File: src/pal_pkg.sv
`default_nettype none

package pal_pkg;

  // list geometry
  localparam int unsigned Depth  = 128;
  localparam int unsigned IdxW   = $clog2(Depth);
  localparam int unsigned CntW   = $clog2(Depth + 1);

  // payload widths
  localparam int unsigned ModeW  = 3;
  localparam int unsigned PosW   = 8;
  localparam int unsigned DataW  = 32;
  localparam int unsigned StatW  = 2;
  localparam int unsigned CountW = 8;

  // width for position against count comparisons
  localparam int unsigned CmpW   = (CntW > PosW) ? CntW : PosW;

  // operation codes
  localparam logic [ModeW-1:0] MODE_CLEAR  = 3'd0;
  localparam logic [ModeW-1:0] MODE_INSERT = 3'd1;
  localparam logic [ModeW-1:0] MODE_EDIT   = 3'd2;
  localparam logic [ModeW-1:0] MODE_DELETE = 3'd3;
  localparam logic [ModeW-1:0] MODE_READ   = 3'd4;

  // result status codes
  localparam logic [StatW-1:0] ST_OK    = 2'd0;
  localparam logic [StatW-1:0] ST_FULL  = 2'd1;
  localparam logic [StatW-1:0] ST_EMPTY = 2'd2;
  localparam logic [StatW-1:0] ST_RANGE = 2'd3;

  // commands from controller to datapath
  typedef struct packed {
    logic load_op;
    logic check;
    logic cnt_clear;
    logic cnt_inc;
    logic cnt_dec;
    logic mem_edit;
    logic rd_pos;
    logic idx_init;
    logic shift_en;
    logic ins_final;
    logic out_load;
  } pal_cmd_t;

  // status from datapath to controller
  typedef struct packed {
    logic ok;
    logic is_clear;
    logic is_insert;
    logic is_edit;
    logic is_delete;
    logic is_read;
    logic more;
    logic pend;
    logic out_free;
  } pal_stat_t;

endpackage

`default_nettype wire

File: src/pal_ctrl.sv
`default_nettype none

module pal_ctrl (
  input  wire logic               clk_i,
  input  wire logic               rst_ni,
  input  wire logic               in_valid_i,
  output logic                    in_ready_o,
  input  wire pal_pkg::pal_stat_t stat_i,
  output pal_pkg::pal_cmd_t       cmd_o
);

  localparam logic [1:0] S_IDLE   = 2'd0;
  localparam logic [1:0] S_DECODE = 2'd1;
  localparam logic [1:0] S_SHIFT  = 2'd2;
  localparam logic [1:0] S_FINISH = 2'd3;

  logic [1:0] state_q, state_d;

  // next state and command decode
  always_comb begin
    state_d    = state_q;
    cmd_o      = '0;
    in_ready_o = (state_q == S_IDLE);
    unique case (state_q)
      S_IDLE: begin
        if (in_valid_i) begin
          cmd_o.load_op = 1'b1;
          state_d       = S_DECODE;
        end
      end
      S_DECODE: begin
        cmd_o.check = 1'b1;
        state_d     = S_FINISH;
        if (stat_i.ok) begin
          if (stat_i.is_clear) begin
            cmd_o.cnt_clear = 1'b1;
          end else if (stat_i.is_edit) begin
            cmd_o.mem_edit = 1'b1;
          end else if (stat_i.is_read) begin
            cmd_o.rd_pos = 1'b1;
          end else if (stat_i.is_insert || stat_i.is_delete) begin
            cmd_o.idx_init = 1'b1;
            state_d        = S_SHIFT;
          end
        end
      end
      S_SHIFT: begin
        cmd_o.shift_en = 1'b1;
        // done once no read is left and the last move is written
        if (!stat_i.more && !stat_i.pend) begin
          if (stat_i.is_insert) begin
            cmd_o.ins_final = 1'b1;
            cmd_o.cnt_inc   = 1'b1;
          end else begin
            cmd_o.cnt_dec = 1'b1;
          end
          state_d = S_FINISH;
        end
      end
      S_FINISH: begin
        if (stat_i.out_free) begin
          cmd_o.out_load = 1'b1;
          state_d        = S_IDLE;
        end
      end
      default: begin
        state_d = S_IDLE;
      end
    endcase
  end

  // state register
  always_ff @(posedge clk_i or negedge rst_ni) begin
    if (!rst_ni) begin
      state_q <= S_IDLE;
    end else begin
      state_q <= state_d;
    end
  end

endmodule

`default_nettype wire

File: config.mk
export PLATFORM = sky130hd
export DESIGN_NAME = pal_ctrl
export DESIGN_NICKNAME = d
export VERILOG_FILES = /design/src/pal_pkg.sv /design/src/pal_ctrl.sv
export SDC_FILE = /design/constraint.sdc
export NUM_CORES = 1
export LEC_CHECK = 0
export BUFFER_PORTS_ARGS = -buffer_cell sky130_fd_sc_hd__buf_2
export CAP_MARGIN = 20
export CORE_AREA = 2 2 39 41
export CTS_BUF_LIST = sky130_fd_sc_hd__clkbuf_2 sky130_fd_sc_hd__clkbuf_4 sky130_fd_sc_hd__clkbuf_8
export CTS_CLUSTER_SIZE = 8
export DETAILED_ROUTE_END_ITERATION = 16
export DIE_AREA = 0 0 41 43
export HOLD_SLACK_MARGIN = 0.08
export MAX_ROUTING_LAYER = met4
export PLACE_DENSITY = 0.55
export SYNTH_ARGS = -nofsm -noshare
export SYNTH_HDL_FRONTEND = slang
export SYNTH_SLANG_ARGS = --single-unit
File: constraint.sdc
create_clock -name clk_i -period 3.8 [get_ports clk_i]
set_input_delay 0.76 -clock clk_i [delete_from_list [all_inputs] [get_ports clk_i]]
set_output_delay 0.76 -clock clk_i [all_outputs]
set_load 0.005 [all_outputs]
==> results of run 1 <==
==> through the flow <==
stage | instances | instance area (um^2) | utilization | hold slack (ps) | power, mW
global route | 71 | 420 | 0.304 | 302 | 0.271
CTS | 71 | 420 | 0.304 | 304 | 0.252
finish | 71 | 420 | 0.304 | 312 | 0.245
detailed placement | 68 | 398 | 0.288 | 547 | 0.200
floorplan | 30 | 270 | - | 464 | 0.149
global placement | 68 | 398 | 0.288 | 546 | 0.199
==> cells in the final DEF, fill, tap and decap left out, types with 2 or more instances in the layout <==
| master | instances |
|---|---|
| and2_1 | 2 |
| nor4b_1 | 2 |
| dfrtp_1 | 2 |
| clkbuf_4 | 3 |
| buf_2 | 23 |
| inv_1 | 2 |
| nand2_1 | 2 |
| ha_1 | 4 |
| nand2b_1 | 2 |
==> cells in the mapped netlist, drive strengths merged <==
| cell type | instances |
|---|---|
| a21oi | 1 |
| nor3b | 1 |
| buf | 1 |
| a211o | 1 |
| nor4bb | 1 |
| and3 | 2 |
| inv | 2 |
| mux2 | 1 |
| o21ai | 1 |
| nor4b | 3 |
| ha | 4 |
| and2 | 2 |
| dfrtp | 2 |
| nand3 | 1 |
| nor2b | 1 |
| o2111a | 1 |
| nand2 | 2 |
| or2 | 1 |
| nand2b | 2 |
==> cell families (layout without fill, tap and decap cells) <==
| family | after synthesis | after routing | share of synthesized area |
|---|---|---|---|
| and+or+nand+nor | 16 | 16 | 0.421 |
| adders and majority gates | 4 | 4 | 0.185 |
| AOI/OAI and AO/OA | 4 | 4 | 0.111 |
| buffers and inverters | 3 | 28 | 0.0556 |
| DFF | 2 | 2 | 0.185 |
| muxes | 1 | 1 | 0.0417 |
==> per-layer routing <==
metal,global-route usage,routed length (um)
met2,0.106,325
met1,0.0836,251
met5,-,0
met4,0.0600,0
met3,0.0157,50
==> power breakdown <==
part	switching, mW	internal [mW]	leakage (nW)
combinational	0.0681	0.0803	0.203
sequential	0.0151	0.0340	0.0234
clock	0.0126	0.0349	0.0138
==> worst max-delay path: stages <==
cell	delay [ps]
buf_2	90
or2_2	290
and3_2	200
buf_2	120
==> cell type report <==
cell class,instances,area share
clock buffer,3,0.0536
timing repair buffer,23,0.274
inverter,2,0.0179
tap,16,0.0476
multi-input combinational,25,0.488
sequential,2,0.119
==> worst max path at each step <==
stage	start	to	slack [ps]	cells past startpoint
after detailed placement	stat_i[5]	cmd_o[3]	1550	4
after floorplan	stat_i[2]	cmd_o[7]	1720	2
after global placement	stat_i[5]	cmd_o[3]	1560	4
final	stat_i[4]	cmd_o[3]	1570	4
after CTS	state_q[0]	cmd_o[7]	1550	4
after global routing	state_q[0]	cmd_o[7]	1440	4
==> results.cfg, run 1 <==
[status]
status = finished clean

[setup_path]
r2r_end = state_q[0]
critPathMaxFanout = 2
setup.worst_path.class = in2out
reg2reg_from = state_q[0]
r2r_cells = 5
startpoint_type = primary input
critPathArrivalTime_ps = 1470
worstPathRequired_ps = 3040
endpoint_kind = primary output
r2r_slack_ps = 2360

[sta]
fmax_mhz = 449
max_slew_margin = 0.804
tightest_slew_ps = 290
report.final.slew_viol_count = 0
rsz0062_at_grt = false
finalWorstSetupSlack_ps = 1570
setup_violations = 0
finalHoldViolCount = 0
post-route-min-period_ps = 2230
setup_tns_ps = 0
finalCritPeriodShare = 0.587
finClkSkew_ps = 2.43

[floorplanning]
initial_core_util = 0.195
core_area_mm2 = 0.00138
chipHeight_um = 43
die-width_um = 41
die_area_mm2 = 0.00176
io_pins = 24
row_count = 14

[global_routing]
grt_use_total = 0.0741
grt_pass1_vias = 239
grt_pass1_wl_um = 855
grt_max_degree = 7
antenna_found_initial = 0
gr-total-overflow = 0

[synthesis]
ys_types = 21
yosysWarningCount = 0
avgSynthCellArea_um2 = 9.01
yosys.area.top_type_share = 0.185
yosys-top-cells-area = dfrtp_1 (19%), ha_1 (19%), nor4b_1 (6.5%)
synthCells = 30
ys_seq_area_frac = 0.185
synthesis.area_um2 = 270
mappedNetlistNets = 46
synth_top_cell_by_area = dfrtp_1
ys_seq_elements = 2

[cells_and_area]
largest_reg_flops = 2
area_growth_pct = 55.6
multi_input_area_um2 = 205
drive_above_1_share = 0.545
fill_cells = 160
diodes = 0
largest_register = state_q
ff_latch_area_um2 = 50.0
reg_top3 = state_q (2)
nets = 73

[job]
timing.max_cap.violations = 0

[cts]
clk_pin_slew_ps = 30
hold_buffers = 0
clk-insertion-delay-late_ps = 230
clockBufferDepth = 2
cts_resized = 0
cts_tree = yes
htree_num_levels = 1
clock_sinks = 2
cts_made_buffers = 3
clock-root-buffer = clkbuf_4
post_cts_buffers = 0

[detailed_routing]
drc = 0
detail-route-antenna-nets = 0
dr.pass1.iters = 1
first_iter_violations = 0
num_vias = 305
wl_per_cell_um = 8.83
via_per_inst = 4.30
drt_wl_total_um = 627

[pwr]
pwr_density_cell_mw_per_mm2 = 583
p_leak_nw = 0.241
ir_drop_mv = 0.300

[hold_path]
hold_class = in2async

[place]
gp_congestion = 0.598
hpwl_um = 518
place_ws_ps = 1550
port_buffers = 23
Power figures use the tool's default switching activity.
==> inputs of run 2 (changes only) <==
--- a/config.mk
+++ b/config.mk
@@ -14,7 +14,7 @@
 export DIE_AREA = 0 0 41 43
 export HOLD_SLACK_MARGIN = 0.08
 export MAX_ROUTING_LAYER = met4
-export PLACE_DENSITY = 0.55
+export PLACE_DENSITY = 0.56
 export SYNTH_ARGS = -nofsm -noshare
 export SYNTH_HDL_FRONTEND = slang
 export SYNTH_SLANG_ARGS = --single-unit
==> constraint.sdc (replaced) <==
create_clock -name clk_i -period 2.05 [get_ports clk_i]
set_input_delay 0.41 -clock clk_i [delete_from_list [all_inputs] [get_ports clk_i]]
set_output_delay 0.41 -clock clk_i [all_outputs]
set_load 0.005 [all_outputs]
==> results.cfg, run 2 (synthesis gave the netlist of run 1 again) <==
[sta]
rsz0062_at_grt = false
tightest_slew_ps = 282
finalHoldViolCount = 0
fmax_mhz = 541
finClkSkew_ps = 0.511
finalWorstSetupSlack_ps = 201
setup_tns_ps = 0
max_slew_margin = 0.809
finalCritPeriodShare = 0.902
post-route-min-period_ps = 1850
report.final.slew_viol_count = 0
setup_violations = 0

[cells_and_area]
area_growth_pct = 59.3
nets = 74
diodes = 0
final_cell_mix = buf_2 (23), ha_1 (4), clkbuf_4 (3)
final_area_um2 = 430
largest_reg_flops = 2
reg_top3 = state_q (2)
drive_above_1_share = 0.536
layout_commonest_cell = buf_2
largest_register = state_q
final_util = 0.311
fill_cells = 148

[floorplanning]
io_pins = 24
initial_core_util = 0.195
core_area_mm2 = 0.00138
die-width_um = 41
chipHeight_um = 43
die_area_mm2 = 0.00176
row_count = 14

[cts]
post_cts_buffers = 0
cts_made_buffers = 3
clock_sinks = 2
clockBufferDepth = 2
htree_num_levels = 1
clk-insertion-delay-late_ps = 220
clk_pin_slew_ps = 30
clock-root-buffer = clkbuf_4
cts_tree = yes

[setup_path]
startpoint_type = flip-flop
critPathMaxFanout = 5
critPathArrivalTime_ps = 1440
startpoint = state_q[1]
r2r_cells = 5
worstPathRequired_ps = 1640
r2r_end = state_q[0]
critPathSlowestCell = dfrtp_1
endpoint_kind = primary output
r2r_slack_ps = 620
setup.worst_path.class = reg2out
endpoint = cmd_o[4]
reg2reg_from = state_q[0]
path_cells = inv_1 -> ha_1 -> nand2_1 -> nor4b_1 -> buf_2
crit_path_max_incr_delay_ps = 410

[detailed_routing]
detail-route-antenna-nets = 0
drc = 0
wl_per_cell_um = 8.69
via_per_inst = 4.26
dr.pass1.iters = 2
first_iter_violations = 1
drt_wl_total_um = 626
num_vias = 307

[global_routing]
grt_pass1_vias = 247
grt_pass1_wl_um = 814
grt_use_total = 0.0751
gr-total-overflow = 0
grt_max_degree = 7
antenna_found_initial = 0

[place]
hpwl_um = 530
port_buffers = 23
gp_congestion = 0.566
place_ws_ps = 424
placed_cell_area_um2 = 398

[job]
timing.max_cap.violations = 0

[hold_path]
hold_class = in2async

[pwr]
pwr_density_cell_mw_per_mm2 = 1060
ir_drop_mv = 0.484
power.total_mw = 0.455
p_leak_nw = 0.245

[status]
status = finished clean
run 2: cell count changes in the layout (fill, tap and decap cells not counted), sizes merged:
cell and change:
dlygate4sd3 +1
run 2: what timing repair did:
item | CTS | global route
hold buffers | 1 | 0
endpoints found under the hold margin | 2 | 0
resized for setup | 0 | 0
setup endpoints to repair | 0 | 0
run 2: worst min path at each step:
stage	start	to	slack [ps]
floorplan	rst_ni	state_q[0]	110
global route	rst_ni	state_q[1]	500
CTS	rst_ni	state_q[1]	480
detailed placement	rst_ni	state_q[1]	200
global placement	rst_ni	state_q[1]	200
finish	rst_ni	state_q[1]	500
run 2: area by class of cell:
type | count | area, um^2 | area share
Timing Repair Buffer | 24 | 125 | 0.291
Multi-Input combinational cell | 25 | 205 | 0.477
Tap cell | 16 | 20.0 | 0.0465
Inverter | 2 | 7.51 | 0.0174
Clock buffer | 3 | 22.5 | 0.0523
Sequential cell | 2 | 50.0 | 0.116
run 2: per-layer routing:
metal	global-route usage	wire length (um)	part of all wire
met5	-	0	0
met3	0.0157	55	0.088
met1	0.0547	246	0.39
met2	0.128	323	0.52
met4	0.0800	0	0
run 2: through the flow:
| step | instances | hold slack [ps] |
|---|---|---|
| floorplan | 30 | 114 |
| global placement | 68 | 198 |
| detailed placement | 68 | 198 |
| CTS | 72 | 484 |
| global route | 72 | 500 |
| finish | 72 | 497 |
run 2: power by group:
group          internal, mW  switching, mW  total (mW)
Clock                0.0645         0.0218      0.0863
Sequential           0.0630         0.0284      0.0913
Combinational         0.151          0.126       0.277
Total                 0.278          0.177       0.455
run 2: worst max-delay path, delay by kind of cell (launching register included):
kind / cells / cell delay (ps)
DFF: 1 / 410
and+or+nand+nor: 2 / 340
buffers and inverters: 2 / 250
adders and majority gates: 1 / 210
==> inputs of run 3 (changes only) <==
--- a/config.mk
+++ b/config.mk
@@ -14,7 +14,7 @@
 export DIE_AREA = 0 0 41 43
 export HOLD_SLACK_MARGIN = 0.08
 export MAX_ROUTING_LAYER = met4
-export PLACE_DENSITY = 0.56
+export PLACE_DENSITY_LB_ADDON = 0.12
 export SYNTH_ARGS = -nofsm -noshare
 export SYNTH_HDL_FRONTEND = slang
 export SYNTH_SLANG_ARGS = --single-unit
==> constraint.sdc (replaced) <==
create_clock -name clk_i -period 2.2 [get_ports clk_i]
set_input_delay 0.44 -clock clk_i [delete_from_list [all_inputs] [get_ports clk_i]]
set_output_delay 0.44 -clock clk_i [all_outputs]
set_load 0.005 [all_outputs]
==> results.cfg, run 3 (synthesis gave the netlist of run 1 again) <==
[cells_and_area]
drive_above_1_share = 0.536
fin_cells = 72
largest_register = state_q
layout_commonest_cell = buf_2
area_growth_pct = 59.3
multi_input_area_um2 = 205
ff_latch_area_um2 = 50.0
largest_reg_flops = 2
nets = 74
diodes = 0
fill_cells = 165
final_util = 0.311
final_cell_mix = buf_2 (23), ha_1 (4), clkbuf_4 (3)
reg_top3 = state_q (2)

[job]
timing.max_cap.violations = 0

[cts]
post_cts_buffers = 0
clock_sinks = 2
hold_buffers = 1
cts_made_buffers = 3
clk_pin_slew_ps = 30
clockBufferDepth = 2
clk-insertion-delay-late_ps = 220
htree_num_levels = 1
cts_resized = 0
clock-root-buffer = clkbuf_4
cts_tree = yes

[setup_path]
r2r_end = state_q[0]
r2r_cells = 5
critPathMaxFanout = 6
r2r_slack_ps = 790
endpoint_kind = primary output
reg2reg_from = state_q[0]
worstPathRequired_ps = 1760
setup.worst_path.class = reg2out
critPathArrivalTime_ps = 1420
startpoint_type = flip-flop

[detailed_routing]
first_iter_violations = 3
drc = 0
detail-route-antenna-nets = 0
drt_wl_total_um = 598
via_per_inst = 4.17
num_vias = 300
dr.pass1.iters = 4
wl_per_cell_um = 8.31

[sta]
max_slew_margin = 0.818
post-route-min-period_ps = 1860
rsz0062_at_grt = false
finalHoldViolCount = 0
fmax_mhz = 538
setup_tns_ps = 0
finClkSkew_ps = 1.37
finalCritPeriodShare = 0.846
tightest_slew_ps = 270
setup_violations = 0
report.final.slew_viol_count = 0

[place]
port_buffers = 23
post-place-cells = 68
gp_congestion = 0.713

[floorplanning]
die_area_mm2 = 0.00176
io_pins = 24
core_area_mm2 = 0.00138
die-width_um = 41
row_count = 14
initial_core_util = 0.195
chipHeight_um = 43

[global_routing]
grt_max_degree = 7
antenna_found_initial = 0
grt_pass1_vias = 237
grt_pass1_wl_um = 800
gr-total-overflow = 0
grt_use_total = 0.0700

[pwr]
ir_drop_mv = 0.571
power.total_mw = 0.421
pwr_density_cell_mw_per_mm2 = 979
p_leak_nw = 0.245

[hold_path]
hold_class = in2async

[status]
status = finished clean
==> run 3: cell counts in the layout (fill, tap and decap cells not counted) <==
Identical to the previous run, type by type.
==> run 3: worst max-delay path by stage <==
stage,startpoint,endpoint,depth (start not counted)
final,state_q[0],cmd_o[7],4
after floorplan,state_q[0],cmd_o[7],4
after detailed placement,state_q[0],cmd_o[7],4
after global placement,state_q[1],cmd_o[4],5
after CTS,state_q[0],cmd_o[7],4
after global routing,state_q[0],cmd_o[7],4
==> run 3: report_power, final <==
part	switching, mW	leakage, nW	internal (mW)
logic	0.116	0.208	0.141
registers	0.0254	0.0234	0.0587
clock network	0.0202	0.0138	0.0601
total	0.162	0.245	0.260
==> run 3: cell type report <==
| cell class | count | share of cell area |
|---|---|---|
| inverter | 2 | 0.0174 |
| tap | 16 | 0.0465 |
| timing repair buffer | 24 | 0.291 |
| sequential | 2 | 0.116 |
| multi-input combinational | 25 | 0.477 |
| clock buffer | 3 | 0.0523 |
==> run 3: worst max-delay path, stage by stage (launching register included) <==
cell and delay (ps):
dfrtp_1 420, inv_1 100, ha_1 190, nor4bb_1 320, buf_2 170
==> run 3: metrics by stage <==
step	worst slack (ps)	hold slack (ps)	cell area, um^2
global placement	543	228	398
detailed placement	547	226	398
global route	136	545	430
finish	340	529	430
CTS	303	515	430
floorplan	493	144	270
==> run 3: routing by layer <==
metal | vias up | share of wire | routed length [um] | global-route usage
met5 | - | 0 | 0 | -
met4 | 0 | 0 | 0 | 0.0800
li1 | 161 | - | - | -
met3 | 0 | 0.089 | 53 | 0
met2 | 11 | 0.48 | 286 | 0.100
met1 | 128 | 0.43 | 258 | 0.0774
